<file path="src/design/fcps_pkg.sv">
package fcps_pkg;

  localparam int COORD_BITS          = 12;
  localparam int DIM_BITS            = 12;
  localparam int COLOR_BITS          = 8;
  localparam int RADIUS_BITS         = 3;
  localparam int INDEX_BITS          = 24;
  localparam int CFG_INDEX_BITS      = 3;
  localparam int CFG_DATA_BITS       = 12;
  localparam int MAX_PEN_RADIUS_DEF  = 4;
  localparam int JOB_QUEUE_DEPTH     = 2;

  localparam logic [DIM_BITS-1:0]    WIDTH_RESET  = 12'd500;
  localparam logic [DIM_BITS-1:0]    HEIGHT_RESET = 12'd400;
  localparam logic [RADIUS_BITS-1:0] RADIUS_RESET = 3'd1;

  typedef enum logic [CFG_INDEX_BITS-1:0] {
    REG_IMAGE_WIDTH  = 3'd0,
    REG_IMAGE_HEIGHT = 3'd1,
    REG_PEN_RED      = 3'd2,
    REG_PEN_GREEN    = 3'd3,
    REG_PEN_BLUE     = 3'd4,
    REG_PEN_RADIUS   = 3'd5
  } cfg_reg_t;

  typedef struct packed {
    logic [COORD_BITS-1:0] center_x;
    logic [COORD_BITS-1:0] center_y;
  } in_word_t;

  typedef struct packed {
    logic [INDEX_BITS-1:0] pixel_index;
    logic [COLOR_BITS-1:0] out_red;
    logic [COLOR_BITS-1:0] out_green;
    logic [COLOR_BITS-1:0] out_blue;
    logic                  last_write;
  } out_word_t;

  typedef struct packed {
    logic [DIM_BITS-1:0]    image_width;
    logic [DIM_BITS-1:0]    image_height;
    logic [COLOR_BITS-1:0]  pen_red;
    logic [COLOR_BITS-1:0]  pen_green;
    logic [COLOR_BITS-1:0]  pen_blue;
    logic [RADIUS_BITS-1:0] pen_radius;
  } cfg_t;

  typedef struct packed {
    logic [COORD_BITS-1:0]  center_x;
    logic [COORD_BITS-1:0]  center_y;
    logic [RADIUS_BITS-1:0] radius;
  } job_t;

  typedef struct packed {
    logic       push;
    logic [1:0] fill;
  } front_sts_t;

endpackage

</file>
<file path="src/design/fcps_front.sv">
module fcps_front #(
  parameter int MAX_PEN_RADIUS = fcps_pkg::MAX_PEN_RADIUS_DEF
) (
  input  logic                 clk,
  input  logic                 rst_n,
  input  logic                 start,
  input  fcps_pkg::in_word_t   in_data,
  input  fcps_pkg::cfg_t       cfg,
  output logic                 busy,
  output logic                 job_valid,
  output fcps_pkg::job_t       job,
  input  logic                 job_pop,
  output fcps_pkg::front_sts_t sts
);

  localparam logic [1:0] FULL_CNT = 2'(fcps_pkg::JOB_QUEUE_DEPTH);

  fcps_pkg::job_t                         queue_r [fcps_pkg::JOB_QUEUE_DEPTH];
  logic                                   wr_ptr_r, wr_ptr_nxt;
  logic                                   rd_ptr_r, rd_ptr_nxt;
  logic [1:0]                             cnt_r, cnt_nxt;
  logic                                   accept;
  logic                                   push;
  logic [fcps_pkg::RADIUS_BITS-1:0]       rad_clamped;
  fcps_pkg::job_t                         new_job;

  assign busy      = (cnt_r == FULL_CNT);
  assign accept    = start && !busy;
  assign job_valid = (cnt_r != 2'd0);
  assign job       = queue_r[rd_ptr_r];

  // zero radius or empty frame gives no writes, so the centre is dropped here
  assign push = accept && (cfg.pen_radius != '0) && (cfg.image_width != '0)
                && (cfg.image_height != '0);

  assign rad_clamped = (cfg.pen_radius > fcps_pkg::RADIUS_BITS'(MAX_PEN_RADIUS)) ?
                       fcps_pkg::RADIUS_BITS'(MAX_PEN_RADIUS) : cfg.pen_radius;

  always_comb begin
    new_job.center_x = in_data.center_x;
    new_job.center_y = in_data.center_y;
    new_job.radius   = rad_clamped;
  end

  always_comb begin
    wr_ptr_nxt = wr_ptr_r;
    rd_ptr_nxt = rd_ptr_r;
    cnt_nxt    = cnt_r;
    if (push) begin
      wr_ptr_nxt = !wr_ptr_r;
    end
    if (job_pop) begin
      rd_ptr_nxt = !rd_ptr_r;
    end
    if (push && !job_pop) begin
      cnt_nxt = cnt_r + 2'd1;
    end else if (!push && job_pop) begin
      cnt_nxt = cnt_r - 2'd1;
    end
  end

  always_ff @(posedge clk) begin
    if (!rst_n) begin
      wr_ptr_r <= 1'b0;
      rd_ptr_r <= 1'b0;
      cnt_r    <= 2'd0;
    end else begin
      wr_ptr_r <= wr_ptr_nxt;
      rd_ptr_r <= rd_ptr_nxt;
      cnt_r    <= cnt_nxt;
    end
  end

  always_ff @(posedge clk) begin
    if (push) begin
      queue_r[wr_ptr_r] <= new_job;
    end
  end

  always_comb begin
    sts.push = push;
    sts.fill = cnt_r;
  end

endmodule

</file>
<file path="src/design/fcps_back.sv">
module fcps_back #(
  parameter int MAX_PEN_RADIUS = fcps_pkg::MAX_PEN_RADIUS_DEF
) (
  input  logic                clk,
  input  logic                rst_n,
  input  fcps_pkg::cfg_t      cfg,
  input  logic                job_valid,
  input  fcps_pkg::job_t      job,
  output logic                job_pop,
  output logic                out_strobe,
  output fcps_pkg::out_word_t out_data
);

  localparam int RM_W  = (MAX_PEN_RADIUS > 1) ? $clog2(MAX_PEN_RADIUS) : 1;
  localparam int OFF_W = RM_W + 1;
  localparam int R_W   = $clog2(MAX_PEN_RADIUS + 1);
  localparam int SQ_W  = 2 * R_W + 2;
  localparam int XW    = fcps_pkg::COORD_BITS + 2;
  localparam int PW    = XW + fcps_pkg::DIM_BITS + 1;
  localparam int IW    = PW + 1;
  localparam int LW    = 2 * fcps_pkg::DIM_BITS;

  typedef enum logic [2:0] {
    S_IDLE = 3'b001,
    S_SCAN = 3'b010,
    S_END  = 3'b100
  } scan_state_t;

  scan_state_t                        state_r, state_nxt;
  logic [fcps_pkg::COORD_BITS-1:0]    cx_r, cy_r;
  logic [RM_W-1:0]                    rm1_r, rm1_new;
  logic [R_W-1:0]                     rad_r;
  logic signed [OFF_W-1:0]            dx_r, dx_nxt, dy_r, dy_nxt;
  logic signed [OFF_W-1:0]            lo, hi, lo_new;

  logic signed [SQ_W-1:0]             dxw, dyw, dsq, rsq;
  logic signed [XW-1:0]               x0, y0;

  logic                               v1_r, e1_r, in1_r;
  logic signed [XW-1:0]               x1_r, y1_r;
  logic                               v2_r, e2_r, in2_r;
  logic signed [XW-1:0]               x2_r;
  logic signed [PW-1:0]               prod2_r;
  logic signed [fcps_pkg::DIM_BITS:0] w_ext;
  logic [LW-1:0]                      limit_r;

  logic signed [IW-1:0]               idx;
  logic                               kept;
  logic                               pend_v_r, pend_v_nxt;
  logic [fcps_pkg::INDEX_BITS-1:0]    pend_idx_r;
  logic                               emit, emit_last;

  assign lo      = -$signed({1'b0, rm1_r});
  assign hi      = $signed({1'b0, rm1_r});
  assign rm1_new = RM_W'(job.radius - 1'b1);
  assign lo_new  = -$signed({1'b0, rm1_new});
  assign job_pop = (state_r == S_IDLE) && job_valid;

  // scan the square of offsets that holds every one that can pass the distance test, dx outer
  always_comb begin
    state_nxt = state_r;
    dx_nxt    = dx_r;
    dy_nxt    = dy_r;
    case (state_r)
      S_IDLE: begin
        if (job_valid) begin
          state_nxt = S_SCAN;
          dx_nxt    = lo_new;
          dy_nxt    = lo_new;
        end
      end
      S_SCAN: begin
        if (dy_r == hi) begin
          dy_nxt = lo;
          if (dx_r == hi) begin
            state_nxt = S_END;
          end else begin
            dx_nxt = dx_r + 1'b1;
          end
        end else begin
          dy_nxt = dy_r + 1'b1;
        end
      end
      S_END: begin
        state_nxt = S_IDLE;
      end
      default: begin
        state_nxt = S_IDLE;
      end
    endcase
  end

  always_ff @(posedge clk) begin
    if (!rst_n) begin
      state_r <= S_IDLE;
    end else begin
      state_r <= state_nxt;
    end
  end

  always_ff @(posedge clk) begin
    dx_r <= dx_nxt;
    dy_r <= dy_nxt;
    if (job_pop) begin
      cx_r  <= job.center_x;
      cy_r  <= job.center_y;
      rm1_r <= rm1_new;
      rad_r <= R_W'(job.radius);
    end
  end

  // stage 0: distance test and absolute coordinates
  assign dxw = SQ_W'(dx_r);
  assign dyw = SQ_W'(dy_r);
  assign dsq = dxw * dxw + dyw * dyw;
  assign rsq = $signed(SQ_W'(rad_r)) * $signed(SQ_W'(rad_r));
  assign x0  = $signed(XW'(cx_r)) + XW'(dx_r);
  assign y0  = $signed(XW'(cy_r)) + XW'(dy_r);

  always_ff @(posedge clk) begin
    if (!rst_n) begin
      v1_r <= 1'b0;
      e1_r <= 1'b0;
      v2_r <= 1'b0;
      e2_r <= 1'b0;
    end else begin
      v1_r <= (state_r == S_SCAN);
      e1_r <= (state_r == S_END);
      v2_r <= v1_r;
      e2_r <= e1_r;
    end
  end

  // stage 1: row offset y * width
  assign w_ext = $signed({1'b0, cfg.image_width});

  always_ff @(posedge clk) begin
    in1_r   <= (dsq < rsq);
    x1_r    <= x0;
    y1_r    <= y0;
    in2_r   <= in1_r;
    x2_r    <= x1_r;
    prod2_r <= PW'(y1_r * w_ext);
    limit_r <= cfg.image_width * cfg.image_height;
  end

  // stage 2: bounds check on the linear index
  assign idx  = IW'(x2_r) + IW'(prod2_r);
  assign kept = v2_r && in2_r && !idx[IW-1] && (idx[IW-2:0] < (IW-1)'(limit_r));

  // one kept point is held back so the final write can carry the last flag
  always_comb begin
    emit       = 1'b0;
    emit_last  = 1'b0;
    pend_v_nxt = pend_v_r;
    if (kept) begin
      emit       = pend_v_r;
      pend_v_nxt = 1'b1;
    end else if (e2_r) begin
      emit       = pend_v_r;
      emit_last  = 1'b1;
      pend_v_nxt = 1'b0;
    end
  end

  always_ff @(posedge clk) begin
    if (!rst_n) begin
      pend_v_r   <= 1'b0;
      out_strobe <= 1'b0;
    end else begin
      pend_v_r   <= pend_v_nxt;
      out_strobe <= emit;
    end
  end

  always_ff @(posedge clk) begin
    if (kept) begin
      pend_idx_r <= idx[fcps_pkg::INDEX_BITS-1:0];
    end
    if (emit) begin
      out_data.pixel_index <= pend_idx_r;
      out_data.out_red     <= cfg.pen_red;
      out_data.out_green   <= cfg.pen_green;
      out_data.out_blue    <= cfg.pen_blue;
      out_data.last_write  <= emit_last;
    end
  end

endmodule

</file>
<file path="src/design/filled_circle_pixel_stamp.sv">
// filled disc stamp: one pen centre in, a burst of frame-buffer writes out
// input: present in_data with start; the centre is taken on a clock edge
//   where start is high and busy is low. up to two centres queue up while
//   an earlier one is still being drawn; busy is high while the queue is full
// output: each write appears on out_data for one cycle with out_strobe high;
//   the receiver cannot stall, every strobe is a delivered word. the last
//   word of a centre has last_write set; a centre fully out of bounds, a zero
//   radius or an empty frame gives no words at all
// config: cfg_valid/cfg_ready with cfg_index and cfg_data, always ready;
//   write only while no centre is in flight. unknown indexes are ignored
// timing: the scanner walks the (2r-1)^2 offsets of the disc box, one per
//   cycle, then passes through S_END to close the centre and S_IDLE to
//   pick up the next. a word passes the stage 1 and stage 2 registers and
//   the output register, and is held back in between until the next kept
//   point or the end of the centre is known
// reset: synchronous, active low; clears the queue, the scanner and the
//   registers to width 500, height 400, black pen, radius 1. no clearing pass
module filled_circle_pixel_stamp #(
  parameter int MAX_PEN_RADIUS = fcps_pkg::MAX_PEN_RADIUS_DEF
) (
  input  logic                                   clk,
  input  logic                                   rst_n,
  input  logic                                   start,
  output logic                                   busy,
  input  fcps_pkg::in_word_t                     in_data,
  output logic                                   out_strobe,
  output fcps_pkg::out_word_t                    out_data,
  input  logic                                   cfg_valid,
  output logic                                   cfg_ready,
  input  logic [fcps_pkg::CFG_INDEX_BITS-1:0]    cfg_index,
  input  logic [fcps_pkg::CFG_DATA_BITS-1:0]     cfg_data
);

  fcps_pkg::cfg_t       cfg_r;
  fcps_pkg::job_t       job;
  logic                 job_valid;
  logic                 job_pop;
  fcps_pkg::front_sts_t front_sts;

  assign cfg_ready = 1'b1;

  always_ff @(posedge clk) begin
    if (!rst_n) begin
      cfg_r.image_width  <= fcps_pkg::WIDTH_RESET;
      cfg_r.image_height <= fcps_pkg::HEIGHT_RESET;
      cfg_r.pen_red      <= '0;
      cfg_r.pen_green    <= '0;
      cfg_r.pen_blue     <= '0;
      cfg_r.pen_radius   <= fcps_pkg::RADIUS_RESET;
    end else if (cfg_valid && cfg_ready) begin
      case (fcps_pkg::cfg_reg_t'(cfg_index))
        fcps_pkg::REG_IMAGE_WIDTH:  cfg_r.image_width  <= cfg_data;
        fcps_pkg::REG_IMAGE_HEIGHT: cfg_r.image_height <= cfg_data;
        fcps_pkg::REG_PEN_RED:      cfg_r.pen_red      <= cfg_data[fcps_pkg::COLOR_BITS-1:0];
        fcps_pkg::REG_PEN_GREEN:    cfg_r.pen_green    <= cfg_data[fcps_pkg::COLOR_BITS-1:0];
        fcps_pkg::REG_PEN_BLUE:     cfg_r.pen_blue     <= cfg_data[fcps_pkg::COLOR_BITS-1:0];
        fcps_pkg::REG_PEN_RADIUS:   cfg_r.pen_radius   <= cfg_data[fcps_pkg::RADIUS_BITS-1:0];
        default: begin
        end
      endcase
    end
  end

  fcps_front #(
    .MAX_PEN_RADIUS(MAX_PEN_RADIUS)
  ) u_front (
    .clk       (clk),
    .rst_n     (rst_n),
    .start     (start),
    .in_data   (in_data),
    .cfg       (cfg_r),
    .busy      (busy),
    .job_valid (job_valid),
    .job       (job),
    .job_pop   (job_pop),
    .sts       (front_sts)
  );

  fcps_back #(
    .MAX_PEN_RADIUS(MAX_PEN_RADIUS)
  ) u_back (
    .clk        (clk),
    .rst_n      (rst_n),
    .cfg        (cfg_r),
    .job_valid  (job_valid),
    .job        (job),
    .job_pop    (job_pop),
    .out_strobe (out_strobe),
    .out_data   (out_data)
  );

  // a queued centre cannot vanish in the same edge it was written
  a_push_fills: assert property (@(posedge clk) disable iff (!rst_n)
    front_sts.push |=> (front_sts.fill != 2'd0))
    else $error("queue empty right after a push");

  // the last word of a centre is never followed directly by another word
  a_last_gap: assert property (@(posedge clk) disable iff (!rst_n)
    (out_strobe && out_data.last_write) |=> !out_strobe)
    else $error("word strobed right after a last word");

  // the queue never reports more entries than it holds
  a_fill_bound: assert property (@(posedge clk) disable iff (!rst_n)
    front_sts.fill != 2'd3)
    else $error("queue fill out of range");

endmodule

</file>
<file path="config.mk">
export PLATFORM = sky130hd
export DESIGN_NAME = filled_circle_pixel_stamp
export DESIGN_NICKNAME = d
export VERILOG_FILES = /design/src/design/fcps_pkg.sv /design/src/design/fcps_front.sv /design/src/design/fcps_back.sv /design/src/design/filled_circle_pixel_stamp.sv
export SDC_FILE = /design/constraint.sdc
export NUM_CORES = 1
export LEC_CHECK = 0
export BUFFER_PORTS_ARGS = -buffer_cell sky130_fd_sc_hd__buf_2
export CORE_MARGIN = 2
export CORE_UTILIZATION = 60
export CTS_CLUSTER_DIAMETER = 80
export DETAILED_ROUTE_END_ITERATION = 16
export PLACE_DENSITY_LB_ADDON = 0.15
export SYNTH_ARGS = -nofsm -noshare
export SYNTH_HDL_FRONTEND = slang
export SYNTH_SLANG_ARGS = --single-unit
</file>
<file path="constraint.sdc">
create_clock -name clk -period 8.27 [get_ports clk]
set_input_delay 0.4135 -clock clk [delete_from_list [all_inputs] [get_ports clk]]
set_output_delay 0.4135 -clock clk [all_outputs]
set_load 0.1 [all_outputs]
</file>
==> results.yml <==
synth:
  synth-simple-area-share_pct: 14.0
  synth_edf_count: 162
  synth_top_family_by_area: "adder cells"
  synthAdderAreaFrac_pct: 32.7
  syn_area_per_cell_sq_um: 10.0
  synth_xor_area_share_pct: 3.34
  netlist-cell-type-count: 69
  synth_ff_type: "edfxtp_1"
  netlist_instances: 2459
  synth_area_sq_um: 24700
  yosys_warnings: 0
  synth_seq_cells: 322
  synth_async_sr_flop_share_pct: 0
  syn_nets: 2988
  synth_compound_area_share_pct: 7.70
  ys_seq_area_share_pct: 32.7
  synthMuxAreaShare_pct: 1.56
timing:
  finClkSkew_ps: 28.7
  grt_setup_unrepaired: "no"
  tns_ps: 0
  whs_ps: 71.3
  finalCriticalPeriod_ps: 6370
  fmax_ghz: 0.157
  final-setup-viol-count: 0
  hold_viol: 0
  tightest_slew_ps: 1240
  relSlewSlack_pct: 17.5
  slew_violations: 0
  period_share_pct: 77.0
grt:
  grt_util_met2_pct: 44.7
  grt_use_met1_pct: 33.5
  grt_pass1_wl_um: 87300
  antenna_found_initial: 0
  grt.met3_usage_pct: 4.21
  grt_overflow: 0
  busiest_layer: "met2"
  grt_max_degree: 65
  grt_pass1_vias: 17700
  grt.total_usage_pct: 26.0
detailed_routing:
  drt_iter0_drc: 1043
  wirelength_um: 53700
  wl_per_cell_um: 17.4
  drc: 0
  vias: 16800
  drt_first_pass_iters: 5
  postRouteAntennaNets: 0
  viasPerCell: 5.47
cells_and_area:
  design_area_sq_um: 26800
  area_delta_synth_final_pct: 8.67
  layout.nets: 3045
  nFillCells: 3201
  n_antenna_cell: 0
  drive_above_1_share_pct: 8.53
cts:
  cts.sink_count: 322
  insertion_delay_ps: 540
  cts_buffers: 36
  cts_setup_buffers: 0
  ctsHoldBuffers: 0
  cts_resized: 0
  clkTransAtPathRegs_ps: 60
  htree_levels: 2
  tritoncts: "yes"
  clock_path_buffers: 3
  root_buffer: "clkbuf_16"
worst_setup_path:
  path_max_fanout: 15
  start_kind: "register"
  arrival_ps: 6800
  crit_path_end_kind: "register"
  critical_path_class: "reg2reg"
  critPathRequiredTime_ps: 8710
die:
  rows: 74
  core_area_sq_um: 40700
  die_w_um: 207
  die_area_sq_um: 42800
  start_util_pct: 60.6
  ios: 95
  dieHeight_um: 207
flow_run:
  cap_violations: 0
placed_design:
  port_buffers: 93
  hpwl_um: 42200
  place_congestion: 0.897
  dpl_cell_area_sq_um: 25600
hold_path:
  hp-class: "in2reg"
outcome:
  outcome: "finished, final reports clean"
area by class of cell:
cell class,count,area [sq um],share of cell area (%)
inverters,432,1620,6.05
well taps,532,666,2.48
repair buffers,109,586,2.18
clock inverters,18,174,0.649
multi-input cells,1615,14700,54.7
flip-flops and latches,322,8070,30.1
clock buffers,48,1040,3.89
kinds of logic after synthesis:
logic type	after synthesis
adders and majority gates	486
buffers and inverters	522
muxes	35
xor gates and xnor gates	94
DFF	322
AOI/OAI and AO/OA	285
other	1
and+or+nand+nor	714
routing by layer:
layer  routed length (um)  share of wire [%]
met4                 1630                3.0
met3                 2970                5.5
met1                22900                 43
met5                    0                  0
met2                26200                 49
critical path: stages (launching register included):
cell and delay [ps]:
dfxtp_1 540, buf_4 320, and2_1 170, fa_1 600
inv_1 80, fa_1 660, inv_1 250, fa_1 550
fa_1 500, inv_1 60, fa_1 520, inv_1 40
ha_1 360, a21oi_1 170, nor2b_1 70, nor3_1 180
o21ai_1 140, a31o_1 230, o41ai_2 340, mux2i_1 160
a2111oi_2 330
placed cells by master (no fill, tap or decap), types with 7 or more instances in the layout:
master,instances
a211oi_1,17
a21boi_0,40
a21boi_1,8
a21o_1,17
a21oi_1,79
a31oi_1,8
and2_1,153
and3_1,15
buf_2,93
buf_4,16
clkbuf_16,38
dfxtp_1,160
edfxtp_1,162
fa_1,265
ha_1,221
inv_1,432
mux2_2,27
mux2i_1,8
nand2_1,320
nand2b_1,18
nand3_1,31
nand4_1,7
nor2_1,72
nor2b_1,29
nor3_1,23
nor4_1,11
o211ai_1,10
o21a_1,9
o21ai_0,33
o21ai_1,19
or3_1,10
xnor2_1,72
xor2_1,22
cells in the mapped netlist, drive strengths merged (15+ instances only):
cell type / count / area (sq um)
a211oi: 17 / 128
a21boi: 49 / 368
a21o: 17 / 128
a21oi: 80 / 404
and2: 153 / 957
and3: 15 / 93.8
clkbuf: 85 / 319
dfxtp: 160 / 3200
edfxtp: 162 / 4860
fa: 265 / 5310
ha: 221 / 2770
inv: 432 / 1620
mux2: 27 / 304
nand2: 320 / 1200
nand2b: 18 / 113
nand3: 31 / 155
nor2: 74 / 278
nor2b: 30 / 195
nor3: 24 / 125
o21ai: 52 / 260
xnor2: 72 / 631
xor2: 22 / 193
metrics by stage:
stage          worst slack (ps)  std cells  util, %
2_1_floorplan              1920       2459        -
3_3_place_gp               2000       3010     62.8
3_5_place_dp               1880       3010     62.8
4_1_cts                    1890       3076     65.8
5_1_grt                    1590       3076     65.8
6_report                   1900       3076     65.8
registers in the layout, indices dropped and copies added, names as in the netlist, 14 cells and up, named ones only:
name,cells
u_back.y1_r,14
u_back.pend_idx_r,24
u_back.prod2_r,27
u_back.out_data,49
u_front.queue_r,54
u_back.x1_r,14
u_back.limit_r,24
cfg_r,51
u_back.x2_r,14
path summary, 6_finish.rpt:
path                            end            from  depth (start not counted)  slack [ps]
min          u_front.queue_r[0][20]     in_data[17]                          1          70
min reg2reg          u_back.x2_r[1]  u_back.x1_r[1]                          0         330
max              u_back.prod2_r[26]       cfg_r[42]                         20        1900
max reg2reg      u_back.prod2_r[26]       cfg_r[42]                         20        1900
Power is not shown: default switching activity piles up to over one toggle a cycle in this logic, so the estimate is an artifact.
